$ cat src/bdr_pkg.sv
`default_nettype none

package bdr_pkg;

    localparam int DEPTH   = 16;
    localparam int PTR_W   = $clog2(DEPTH);
    localparam int CNT_W   = $clog2(DEPTH + 1);
    localparam int FUNC_W  = 3;
    localparam int WORD_W  = 32;
    localparam int INDEX_W = 4;
    localparam int STAT_W  = 2;
    localparam int COUNT_W = 5;

    typedef enum logic [FUNC_W-1:0] {
        FN_PUSH_BACK  = 3'd0,
        FN_PUSH_FRONT = 3'd1,
        FN_POP_BACK   = 3'd2,
        FN_POP_FRONT  = 3'd3,
        FN_REVERSE    = 3'd4,
        FN_READ       = 3'd5
    } t_func;

    typedef enum logic [STAT_W-1:0] {
        ST_OK    = 2'd0,
        ST_FULL  = 2'd1,
        ST_EMPTY = 2'd2,
        ST_RANGE = 2'd3
    } t_status;

    typedef struct packed {
        logic [FUNC_W-1:0]        func;
        logic signed [WORD_W-1:0] value;
        logic [INDEX_W-1:0]       index;
    } t_op;

    typedef struct packed {
        logic [STAT_W-1:0]        status;
        logic signed [WORD_W-1:0] data;
        logic [COUNT_W-1:0]       count;
    } t_res;

endpackage

`default_nettype wire

$ cat src/bdr_if.sv
`default_nettype none

interface bdr_req_if;
    logic                                     valid;
    logic                                     ready;
    logic [bdr_pkg::FUNC_W-1:0]               func;
    logic signed [bdr_pkg::WORD_W-1:0]        value;
    logic [bdr_pkg::INDEX_W-1:0]              index;

    modport source (output valid, output func, output value, output index, input ready);
    modport sink   (input valid, input func, input value, input index, output ready);
endinterface

interface bdr_rsp_if;
    logic                                     valid;
    logic                                     ready;
    logic [bdr_pkg::STAT_W-1:0]               status;
    logic signed [bdr_pkg::WORD_W-1:0]        data;
    logic [bdr_pkg::COUNT_W-1:0]              count;

    modport source (output valid, output status, output data, output count, input ready);
    modport sink   (input valid, input status, input data, input count, output ready);
endinterface

`default_nettype wire

$ cat src/bdr_core.sv
`default_nettype none

module bdr_core (
    input  wire logic          i_clk,
    input  wire logic          i_rst_n,
    input  wire logic          i_fire,
    input  wire bdr_pkg::t_op  i_op,
    output bdr_pkg::t_res      o_res
);
    import bdr_pkg::*;

    localparam int CMP_W = (CNT_W > INDEX_W) ? CNT_W + 1 : INDEX_W + 1;

    logic [WORD_W-1:0] r_mem [DEPTH];
    logic [PTR_W-1:0]  r_head;
    logic [CNT_W-1:0]  r_count;
    logic              r_rev;

    logic [PTR_W-1:0]  n_head;
    logic [CNT_W-1:0]  n_count;
    logic              n_rev;

    logic              wr_en;
    logic [PTR_W-1:0]  wr_slot;
    logic [PTR_W-1:0]  rd_pos;
    logic [PTR_W-1:0]  rd_slot;
    logic              use_rd;
    logic [STAT_W-1:0] status;
    logic [PTR_W-1:0]  head_dec;
    logic [PTR_W-1:0]  head_inc;
    logic              full;
    logic              empty;
    logic [CMP_W-1:0]  idx_ext;
    logic [CMP_W-1:0]  cnt_ext;

    // head plus an offset below DEPTH, wrapped with one compare and subtract
    function automatic logic [PTR_W-1:0] slot_of(input logic [PTR_W-1:0] head,
                                                 input logic [PTR_W-1:0] pos);
        logic [PTR_W:0] sum;
        sum = {1'b0, head} + {1'b0, pos};
        if (sum >= (PTR_W+1)'(DEPTH)) begin
            sum = sum - (PTR_W+1)'(DEPTH);
        end
        return sum[PTR_W-1:0];
    endfunction

    assign head_dec = (r_head == '0) ? PTR_W'(DEPTH - 1) : r_head - 1'b1;
    assign head_inc = (r_head == PTR_W'(DEPTH - 1)) ? '0 : r_head + 1'b1;
    assign full     = (r_count == CNT_W'(DEPTH));
    assign empty    = (r_count == '0);
    assign idx_ext  = CMP_W'(i_op.index);
    assign cnt_ext  = CMP_W'(r_count);

    always_comb begin
        n_head  = r_head;
        n_count = r_count;
        n_rev   = r_rev;
        wr_en   = 1'b0;
        wr_slot = slot_of(r_head, PTR_W'(r_count));
        rd_pos  = '0;
        use_rd  = 1'b0;
        status  = ST_OK;
        case (i_op.func)
            FN_PUSH_BACK, FN_PUSH_FRONT: begin
                if (full) begin
                    status = ST_FULL;
                end else begin
                    wr_en   = 1'b1;
                    n_count = r_count + 1'b1;
                    // reversed order swaps the physical ends
                    if ((i_op.func == FN_PUSH_FRONT) != r_rev) begin
                        n_head  = head_dec;
                        wr_slot = head_dec;
                    end
                end
            end
            FN_POP_BACK, FN_POP_FRONT: begin
                if (empty) begin
                    status = ST_EMPTY;
                end else begin
                    use_rd  = 1'b1;
                    n_count = r_count - 1'b1;
                    if ((i_op.func == FN_POP_BACK) != r_rev) begin
                        rd_pos = PTR_W'(r_count - 1'b1);
                    end else begin
                        n_head = head_inc;
                    end
                end
            end
            FN_REVERSE: begin
                n_rev = ~r_rev;
            end
            FN_READ: begin
                if (idx_ext >= cnt_ext) begin
                    status = ST_RANGE;
                end else begin
                    use_rd = 1'b1;
                    if (r_rev) begin
                        rd_pos = PTR_W'(cnt_ext - 1'b1 - idx_ext);
                    end else begin
                        rd_pos = PTR_W'(idx_ext);
                    end
                end
            end
            default: begin
            end
        endcase
    end

    assign rd_slot = slot_of(r_head, rd_pos);

    always_comb begin
        o_res.status = status;
        o_res.data   = use_rd ? r_mem[rd_slot] : '0;
        o_res.count  = COUNT_W'(n_count);
    end

    always_ff @(posedge i_clk) begin
        if (!i_rst_n) begin
            r_head  <= '0;
            r_count <= '0;
            r_rev   <= 1'b0;
        end else if (i_fire) begin
            r_head  <= n_head;
            r_count <= n_count;
            r_rev   <= n_rev;
        end
    end

    always_ff @(posedge i_clk) begin
        if (i_fire && wr_en) begin
            r_mem[wr_slot] <= i_op.value;
        end
    end

endmodule

`default_nettype wire

$ cat src/bounded_deque_with_reverse_unit.sv
// a request is held in the input register, then its response in the output register, before it can be taken
// throughput: one request per cycle while responses are taken; pointer and count update in a single pass
// a stalled response holds in the output register while one more request waits
// reset clears head pointer, count, reverse flag and both valid flags
// storage is not cleared; only held entries are ever read
`default_nettype none

module bounded_deque_with_reverse_unit (
    input  wire logic i_clk,
    input  wire logic i_rst_n,
    bdr_req_if.sink   i_req,
    bdr_rsp_if.source o_rsp
);
    import bdr_pkg::*;

    logic r_in_valid;
    t_op  r_op;
    logic r_out_valid;
    t_res r_res;
    t_res core_res;
    logic advance;

    assign advance     = r_in_valid && (!r_out_valid || o_rsp.ready);
    assign i_req.ready = !r_in_valid || advance;

    bdr_core u_core (
        .i_clk   (i_clk),
        .i_rst_n (i_rst_n),
        .i_fire  (advance),
        .i_op    (r_op),
        .o_res   (core_res)
    );

    always_ff @(posedge i_clk) begin
        if (!i_rst_n) begin
            r_in_valid  <= 1'b0;
            r_out_valid <= 1'b0;
        end else begin
            if (i_req.valid && i_req.ready) begin
                r_in_valid <= 1'b1;
            end else if (advance) begin
                r_in_valid <= 1'b0;
            end
            if (advance) begin
                r_out_valid <= 1'b1;
            end else if (o_rsp.ready) begin
                r_out_valid <= 1'b0;
            end
        end
    end

    always_ff @(posedge i_clk) begin
        if (i_req.valid && i_req.ready) begin
            r_op.func  <= i_req.func;
            r_op.value <= i_req.value;
            r_op.index <= i_req.index;
        end
        if (advance) begin
            r_res <= core_res;
        end
    end

    assign o_rsp.valid  = r_out_valid;
    assign o_rsp.status = r_res.status;
    assign o_rsp.data   = r_res.data;
    assign o_rsp.count  = r_res.count;

endmodule

`default_nettype wire

$ cat src/flat_wrapper.sv
// flat-port wrapper written by rule: the top's interface ports become plain ports
module bounded_deque_with_reverse_unit_flat import bdr_pkg::*;
  (i_clk, i_rst_n, i_req_valid, i_req_func, i_req_value, i_req_index, i_req_ready, o_rsp_valid, o_rsp_status, o_rsp_data, o_rsp_count, o_rsp_ready);
  bdr_req_if i_req_i ();
  bdr_rsp_if o_rsp_i ();
  input  wire logic i_clk;
  input  wire logic i_rst_n;
  input wire logic [$bits(i_req_i.valid)-1:0] i_req_valid;
  input wire logic [$bits(i_req_i.func)-1:0] i_req_func;
  input wire logic [$bits(i_req_i.value)-1:0] i_req_value;
  input wire logic [$bits(i_req_i.index)-1:0] i_req_index;
  output wire logic [$bits(i_req_i.ready)-1:0] i_req_ready;
  output wire logic [$bits(o_rsp_i.valid)-1:0] o_rsp_valid;
  output wire logic [$bits(o_rsp_i.status)-1:0] o_rsp_status;
  output wire logic [$bits(o_rsp_i.data)-1:0] o_rsp_data;
  output wire logic [$bits(o_rsp_i.count)-1:0] o_rsp_count;
  input wire logic [$bits(o_rsp_i.ready)-1:0] o_rsp_ready;
  assign i_req_i.valid = i_req_valid;
  assign i_req_i.func = i_req_func;
  assign i_req_i.value = i_req_value;
  assign i_req_i.index = i_req_index;
  assign i_req_ready = i_req_i.ready;
  assign o_rsp_valid = o_rsp_i.valid;
  assign o_rsp_status = o_rsp_i.status;
  assign o_rsp_data = o_rsp_i.data;
  assign o_rsp_count = o_rsp_i.count;
  assign o_rsp_i.ready = o_rsp_ready;
  bounded_deque_with_reverse_unit u_core (.i_clk(i_clk), .i_rst_n(i_rst_n), .i_req(i_req_i), .o_rsp(o_rsp_i));
endmodule
$ cat config.mk
export PLATFORM = sky130hd
export DESIGN_NAME = bounded_deque_with_reverse_unit_flat
export DESIGN_NICKNAME = d
export VERILOG_FILES = /design/src/bdr_pkg.sv /design/src/bdr_if.sv /design/src/bdr_core.sv /design/src/bounded_deque_with_reverse_unit.sv /design/src/flat_wrapper.sv
export SDC_FILE = /design/constraint.sdc
export NUM_CORES = 1
export LEC_CHECK = 0
export BUFFER_PORTS_ARGS = -buffer_cell sky130_fd_sc_hd__buf_2
export CORE_ASPECT_RATIO = 0.5
export CORE_MARGIN = 2
export CORE_UTILIZATION = 28
export DETAILED_ROUTE_END_ITERATION = 10
export GPL_ROUTABILITY_DRIVEN = 0
export PLACE_DENSITY = 0.48
export SETUP_SLACK_MARGIN = 0.1
export SLEW_MARGIN = 40
export SYNTH_ARGS = -nofsm -noshare
export SYNTH_HDL_FRONTEND = slang
export SYNTH_SLANG_ARGS = --single-unit
$ cat constraint.sdc
create_clock -name i_clk -period 7.5 [get_ports i_clk]
set_input_delay 1.5 -clock i_clk [delete_from_list [all_inputs] [get_ports i_clk]]
set_output_delay 1.5 -clock i_clk [all_outputs]
set_load 0.01 [all_outputs]
==> results of run 1 <==
-- through the flow --
stage	instances	setup WS, ps	area, µm²	util
5_1_grt	2523	2050	28200	0.329
2_1_floorplan	1182	2630	24200	-
4_1_cts	2522	2310	28200	0.328
3_5_place_dp	2410	2330	26200	0.305
3_3_place_gp	2406	2270	26200	0.305
6_report	2524	2380	28200	0.329
-- per-layer routing --
layer | GRT usage | vias up
met4 | 0.0279 | 4
met3 | 0.0187 | 70
met1 | 0.174 | 6209
met5 | 0 | -
li1 | - | 5065
met2 | 0.203 | 234
-- sequential cells by signal, indices dropped and copies added, names as in the netlist --
name                   cells
u_core.u_core.r_count      5
u_core.o_rsp.valid         1
u_core.r_op               39
u_core.o_rsp.status        2
u_core.r_in_valid          1
u_core.o_rsp.count         5
u_core.u_core.r_rev        1
u_core.o_rsp.data         32
u_core.u_core.r_head       4
u_core.u_core.r_mem      512
-- power by group through the flow --
stage | clock network [mW] | registers [mW] | logic, mW
floorplan | 0 | 3.85 | 0.343
global placement | 0 | 3.86 | 0.476
detailed placement | 0 | 3.87 | 0.486
CTS | 3.09 | 3.80 | 0.487
global route | 3.22 | 3.80 | 0.518
finish | 3.00 | 3.80 | 0.475
-- cells by family (layout without fill, tap and decap cells) --
logic type | Yosys count | in the layout | share of synthesized area
and+or+nand+nor | 145 | 145 | 0.0269
muxes | 237 | 237 | 0.164
AOI/OAI and AO/OA | 84 | 84 | 0.0307
xor gates and xnor gates | 16 | 16 | 0.00765
adders and majority gates | 22 | 22 | 0.0123
buffers and inverters | 76 | 247 | 0.0159
DFF | 602 | 602 | 0.742
other | 0 | 1 | 0
-- placed cells by master (no fill, tap or decap), types with 3 or more instances in the layout --
cell type and count:
sky130_fd_sc_hd__a211oi_1 3, sky130_fd_sc_hd__a211oi_2 30, sky130_fd_sc_hd__a21boi_0 4, sky130_fd_sc_hd__a21o_1 4
sky130_fd_sc_hd__a21oi_1 10, sky130_fd_sc_hd__and2_1 3, sky130_fd_sc_hd__buf_12 3, sky130_fd_sc_hd__buf_2 83
sky130_fd_sc_hd__buf_4 30, sky130_fd_sc_hd__buf_8 3, sky130_fd_sc_hd__bufinv_16 8, sky130_fd_sc_hd__clkbuf_1 9
sky130_fd_sc_hd__clkbuf_16 61, sky130_fd_sc_hd__clkinv_1 16, sky130_fd_sc_hd__clkinv_2 15, sky130_fd_sc_hd__dfxtp_1 12
sky130_fd_sc_hd__edfxtp_1 590, sky130_fd_sc_hd__ha_1 18, sky130_fd_sc_hd__inv_1 15, sky130_fd_sc_hd__mux2_2 4
sky130_fd_sc_hd__mux2i_1 105, sky130_fd_sc_hd__mux4_2 128, sky130_fd_sc_hd__nand2_1 82, sky130_fd_sc_hd__nand2b_1 5
sky130_fd_sc_hd__nand3_1 7, sky130_fd_sc_hd__nor2_1 8, sky130_fd_sc_hd__nor2_4 16, sky130_fd_sc_hd__nor2b_1 8
sky130_fd_sc_hd__nor3_1 3, sky130_fd_sc_hd__o21ai_0 10, sky130_fd_sc_hd__o22ai_1 4, sky130_fd_sc_hd__xnor2_1 9
sky130_fd_sc_hd__xor2_1 3
-- final cells by class --
class	count	area, µm²	share of cell area
antenna	1	2.50	0.0000886
multi-input combinational	504	6030	0.214
timing repair buffer	119	746	0.0264
tap	1170	1460	0.0519
inverter	16	60.1	0.00213
clock buffer	70	1560	0.0553
clock inverter	42	412	0.0146
sequential	602	18000	0.636
-- cell usage after synthesis (5+ instances only) --
master                     instances
sky130_fd_sc_hd__clkbuf_1         24
sky130_fd_sc_hd__and2_1            5
sky130_fd_sc_hd__nand3_1           7
sky130_fd_sc_hd__ha_1             19
sky130_fd_sc_hd__mux2i_1         105
sky130_fd_sc_hd__inv_1            16
sky130_fd_sc_hd__nand2_1          82
sky130_fd_sc_hd__edfxtp_1        590
sky130_fd_sc_hd__o21ai_0          10
sky130_fd_sc_hd__a21oi_1          10
sky130_fd_sc_hd__nor2_1           24
sky130_fd_sc_hd__dfxtp_1          12
sky130_fd_sc_hd__a211oi_2         30
sky130_fd_sc_hd__buf_6             7
sky130_fd_sc_hd__nand2b_1          5
sky130_fd_sc_hd__xnor2_1          10
sky130_fd_sc_hd__mux4_2          128
sky130_fd_sc_hd__buf_2            25
sky130_fd_sc_hd__nor2b_1           8
-- path summary, 6_finish.rpt --
path	startpoint	to	slack, ps	depth (start not counted)
setup reg to reg	u_core.u_core.r_count[1]	u_core.o_rsp.data[5]	2380	15
hold reg to reg	u_core.r_in_valid	u_core.o_rsp.valid	530	1
hold / removal	u_core.r_in_valid	u_core.o_rsp.valid	530	1
setup / recovery	u_core.u_core.r_count[1]	u_core.o_rsp.data[5]	2380	15
==> impl_metrics.json, run 1 <==
{
  "tritoncts": "yes",
  "met3WireLength_mm": 2.45,
  "cts_htree_levels": 2,
  "cpPeakStageDelay_ps": 1080,
  "worst-endpoint-arrival_ps": 5450,
  "critical-path-slowest-cell": "sky130_fd_sc_hd__fa_4",
  "floorplan.die_area_um2": 88900,
  "cts-root-to-sink-buffers": 3,
  "dp_hpwl_mm": 30.4,
  "syn-instance-count": 1182,
  "wirelength_met1_mm": 25.5,
  "first_global_vias": 12000,
  "final_antenna_net_count": 0,
  "cts_resized": 0,
  "synthesis.nets": 1247,
  "critical_path_buf_inv_count": 3,
  "clock_insertion_delay_worst_skew_ps": 610,
  "clock_sinks": 602,
  "critPathMaxFanout": 31,
  "initial_antenna_violation_count": 3,
  "finalHoldWorstSlack_ps": 534,
  "post_synth_main_area_contributors": "sky130_fd_sc_hd__edfxtp_1 73%, sky130_fd_sc_hd__mux4_2 12%, sky130_fd_sc_hd__mux2i_1 4.3%, sky130_fd_sc_hd__a211oi_2 1.6%, sky130_fd_sc_hd__nand2_1 1.3%",
  "die_height_um": 212,
  "netSwitchingFraction": 0.215,
  "synth_cell_types": 58,
  "post_synth_instance_area_um2": 24200,
  "cts_hold_buffers": 0,
  "syn2layout_area_growth_pct": 16.6,
  "synth_enable_flop_cells": 590,
  "comb_power_share": 0.065,
  "average_vias_per_placed_instance": 4.59,
  "max-vdd-ir-drop_mv": 0.184,
  "critPathLaunchType": "flop",
  "drc": 0,
  "grt_pass1_wl_mm": 81.3,
  "placement.io_buffers": 83,
  "worst-endpoint-required_ps": 7830,
  "tns_ps": 0,
  "floorplan.die.width_um": 420,
  "hold_viol_final": 0,
  "switching_power_mw": 1.56,
  "internal_power_mw": 5.71,
  "grt_max_degree": 44,
  "max-slew-margin-rel": 0.460,
  "actual_slew_at_the_worst_max_slew_pin_ps": 810,
  "routed_wire_length_per_instance_um": 22.0,
  "gr-usage-all-layers": 0.124,
  "io-pin-count": 84,
  "topRoutingLayerUsed": "met5",
  "critical_path.top_delay_family": "adder cells",
  "ctsRootBufferMaster": "sky130_fd_sc_hd__clkbuf_16",
  "vias": 11600,
  "drv_cap": 0,
  "postCtsSetupBuffers": 0,
  "min-delay-path-class": "flop to flop",
  "drt_iter0_drc": 1172,
  "grt_overflow_total": 0,
  "synth_sequential_area_ratio": 0.742,
  "cts-buffers-inserted": 59,
  "finClkSkew_ps": 8.66,
  "final.period_utilization": 0.683,
  "worstSetupPathType": "flop to flop",
  "routed_wire_length_mm": 55.4,
  "fill_count": 8083,
  "synthesis.area_per_instance_um2": 20.5,
  "totalPowerFinal_mw": 7.27,
  "clk_slew_on_worst_s_h_paths_ps": 60,
  "outcome": "complete, no violations",
  "initial_core_util": 0.282,
  "net_total_in_the_final_layout": 1367,
  "yosysWarnings": 0,
  "leakagePower_nw": 8.91,
  "row_count": 76,
  "ys_async_sr_fraction": 0,
  "power_frac_clock": 0.413,
  "yosysTopAreaCellShare": 0.732,
  "end_kind": "flop",
  "synth_area_leader_cell": "sky130_fd_sc_hd__edfxtp_1",
  "post_route_cells_drive_above_1_share": 0.295,
  "synth_seq_cells": 602,
  "critical_path.most_common_cell": "sky130_fd_sc_hd__mux2i_1",
  "finalMaxSlewViolations": 0,
  "dominantRegCellSynth": "sky130_fd_sc_hd__edfxtp_1",
  "routed_length_on_met2_mm": 26.6,
  "max_freq_mhz": 195,
  "worstPathCellList": "inv_1 > ha_1 > or4b_4 > and2_4 > nand2_4 > o22ai_1 > ha_4 > fa_4 > buf_12 > buf_4 > mux4_2 > mux2i_1 > nand2_1 > mux2i_1 > a211oi_2",
  "seqPwrFrac": 0.522,
  "core_area_um2": 85900,
  "grt_setup_unrepaired": "no",
  "period_minus_slack_ps": 5120,
  "drt_pass1_iterations": 5,
  "report.final.setup_viol": 0,
  "power_density_nw_per_um2": 258
}
(Power assumes the default switching activity.)
==> run 2, diff against run 1 <==
--- a/config.mk
+++ b/config.mk
@@ -11,7 +11,7 @@
 export CORE_UTILIZATION = 28
 export DETAILED_ROUTE_END_ITERATION = 10
 export GPL_ROUTABILITY_DRIVEN = 0
-export PLACE_DENSITY = 0.48
+export PLACE_DENSITY = 0.5
 export SETUP_SLACK_MARGIN = 0.1
 export SLEW_MARGIN = 40
 export SYNTH_ARGS = -nofsm -noshare
==> constraint.sdc (replaced) <==
create_clock -name i_clk -period 4.6 [get_ports i_clk]
set_input_delay 0.92 -clock i_clk [delete_from_list [all_inputs] [get_ports i_clk]]
set_output_delay 0.92 -clock i_clk [all_outputs]
set_load 0.01 [all_outputs]
==> run 2 against run 1 <==
Core utilization about the same. Worst hold slack got worse by 61 ps. Combinational power increased by 70%. Non-clock buffer count increased by 20. Highest routed layer is now met4. Setup slack got worse by 2000 ps. Power increased by 56%. Global-route usage increased by 0.55 points. Largest cell class unchanged. Critical path type unchanged. First-iteration DRC count decreased by 24%. Final cell count increased by 0.44%. Sequential power increased by 63%.
==> impl_metrics.json, run 2 (synthesis results as in run 1) <==
{
  "tns_ps": 0,
  "critical-path-slowest-cell": "sky130_fd_sc_hd__fa_4",
  "core_area_um2": 85900,
  "placement.io_buffers": 83,
  "worst-endpoint-required_ps": 4920,
  "ctsRootBufferMaster": "sky130_fd_sc_hd__clkbuf_16",
  "grt_max_degree": 44,
  "seqPwrFrac": 0.546,
  "clock_insertion_delay_worst_skew_ps": 620,
  "die_height_um": 212,
  "power_frac_clock": 0.383,
  "worst-endpoint-arrival_ps": 4560,
  "min-delay-path-class": "input pin to flop",
  "initial_core_util": 0.282,
  "grt_overflow_total": 0,
  "average_vias_per_placed_instance": 4.57,
  "floorplan.die_area_um2": 88900,
  "actual_slew_at_the_worst_max_slew_pin_ps": 801,
  "report.final.setup_viol": 0,
  "switching_power_mw": 2.50,
  "cts-buffers-inserted": 58,
  "routed_wire_length_per_instance_um": 22.7,
  "max-slew-margin-rel": 0.466,
  "finalMaxSlewViolations": 0,
  "registers.top_by_ff_count": "u_core.u_core.r_mem",
  "vias": 11600,
  "worstPathCellList": "inv_2 > ha_1 > or4b_4 > and2_4 > nand2_4 > o22ai_1 > ha_4 > fa_4 > buf_12 > mux4_2 > mux2i_1 > nand2_1 > mux2i_1 > a211oi_2",
  "post-place-cells": 2431,
  "largest_reg_flops": 512,
  "finClkSkew_ps": 21.2,
  "layout_setup_ws_ps": 359,
  "cts-root-to-sink-buffers": 3,
  "end_kind": "flop",
  "commonest_non_fill_non_tap_cells_in_the_layout": "590 x sky130_fd_sc_hd__edfxtp_1, 128 x sky130_fd_sc_hd__mux4_2, 105 x sky130_fd_sc_hd__mux2i_1, 83 x sky130_fd_sc_hd__buf_2, 82 x sky130_fd_sc_hd__nand2_1",
  "cts_htree_levels": 2,
  "grt_pass1_wl_mm": 84.0,
  "grt_setup_unrepaired": "no",
  "period_minus_slack_ps": 4240,
  "final_antenna_net_count": 0,
  "floorplan.die.width_um": 420,
  "gr-usage-all-layers": 0.129,
  "post_route_cells_drive_above_1_share": 0.293,
  "critical_path.most_common_cell": "sky130_fd_sc_hd__mux2i_1",
  "routed_wire_length_mm": 57.6,
  "hold_viol_final": 0,
  "critical_path_buf_inv_count": 2,
  "drv_cap": 0,
  "row_count": 76,
  "worst-r2r-cell-count": 14,
  "fin_area_um2": 28200,
  "dp_hpwl_mm": 31.5,
  "clock_sinks": 602,
  "tritoncts": "yes",
  "fin_cells": 2535,
  "internal_power_mw": 8.82,
  "cpPeakStageDelay_ps": 890,
  "initial_antenna_violation_count": 2,
  "final.period_utilization": 0.922,
  "clk_slew_on_worst_s_h_paths_ps": 60,
  "drt_iter0_drc": 886,
  "io-pin-count": 84,
  "drt_pass1_iterations": 5,
  "critPathMaxFanout": 41,
  "power_density_nw_per_um2": 402,
  "preCtsSetupSlack_ps": 289,
  "worstSetupPathType": "flop to flop",
  "netSwitchingFraction": 0.221,
  "cp_num_cells": 14,
  "worstHoldPathCells": 1,
  "critPathLaunchType": "flop",
  "critical_path.top_delay_family": "adder cells",
  "r2r_setup_slack_ps": 360,
  "layout_commonest_cell": "sky130_fd_sc_hd__edfxtp_1",
  "first_global_vias": 12000,
  "max_freq_mhz": 236,
  "outcome": "complete, no violations",
  "drc": 0,
  "max-vdd-ir-drop_mv": 0.265,
  "comb_power_share": 0.071,
  "leakagePower_nw": 8.88,
  "net_total_in_the_final_layout": 1386,
  "placedInstanceArea_um2": 26500,
  "syn2layout_area_growth_pct": 16.5,
  "cts_hold_buffers": 0
}
[run 2: cell count changes in the layout (fill, tap and decap cells not counted), sizes merged]
| cell | delta |
|---|---|
| buf | +20 |
| clkinv | -9 |
| bufinv | -7 |
| clkbuf | +5 |
| diode | +2 |
[run 2: through the flow]
| step | hold WS (ps) | power (mW) | utilization |
|---|---|---|---|
| after floorplan | 486 | 6.83 | - |
| after global placement | 506 | 7.12 | 0.309 |
| after detailed placement | 517 | 7.12 | 0.309 |
| after CTS | 431 | 11.5 | 0.328 |
| after global routing | 443 | 11.7 | 0.328 |
| final | 473 | 11.3 | 0.328 |
[run 2: worst register-to-register path, stage by stage (launching register included)]
cell                       delay [ps]
sky130_fd_sc_hd__dfxtp_1          320
sky130_fd_sc_hd__inv_2            140
sky130_fd_sc_hd__ha_1             240
sky130_fd_sc_hd__or4b_4           510
sky130_fd_sc_hd__and2_4           200
sky130_fd_sc_hd__nand2_4           70
sky130_fd_sc_hd__o22ai_1          120
sky130_fd_sc_hd__ha_4             190
sky130_fd_sc_hd__fa_4             890
sky130_fd_sc_hd__buf_12           290
sky130_fd_sc_hd__mux4_2           400
sky130_fd_sc_hd__mux2i_1          250
sky130_fd_sc_hd__nand2_1           90
sky130_fd_sc_hd__mux2i_1          170
sky130_fd_sc_hd__a211oi_2          70
[run 2: power by group through the flow]
| stage | Sequential [mW] | Clock, mW | Combinational (mW) |
|---|---|---|---|
| floorplan | 6.27 | 0 | 0.560 |
| global placement | 6.30 | 0 | 0.823 |
| detailed placement | 6.30 | 0 | 0.821 |
| CTS | 6.18 | 4.48 | 0.823 |
| global route | 6.19 | 4.68 | 0.874 |
| finish | 6.18 | 4.34 | 0.806 |
[run 2: metal layers]
layer	GRT usage	share of wire	vias to the layer above
li1	-	-	5103
met1	0.176	0.45	6161
met2	0.221	0.49	258
met3	0.0161	0.042	59
met4	0.0298	0.016	0
met5	0	0	-
[run 2: what timing repair did]
action                                  CTS  global route
buffers inserted                          0             0
gates resized for setup                   0             1
endpoints found under the setup margin    0             8
[run 2: path summary, 6_finish.rpt]
check,startpoint,end
worst max-delay path,u_core.u_core.r_count[1],u_core.o_rsp.data[3]
worst min-delay path,i_req_value[28],u_core.r_op[32]
worst max register to register,u_core.u_core.r_count[1],u_core.o_rsp.data[3]
worst min register to register,u_core.r_in_valid,u_core.o_rsp.valid
[run 2: layout make-up]
class,instances,area (µm²)
inverters,16,60.1
diodes,3,7.51
clock inverters,26,168
multi-input cells,504,6030
fillers,8139,57700
repair buffers,139,1000
clock buffers,75,1520
flip-flops and latches,602,18000
well taps,1170,1460
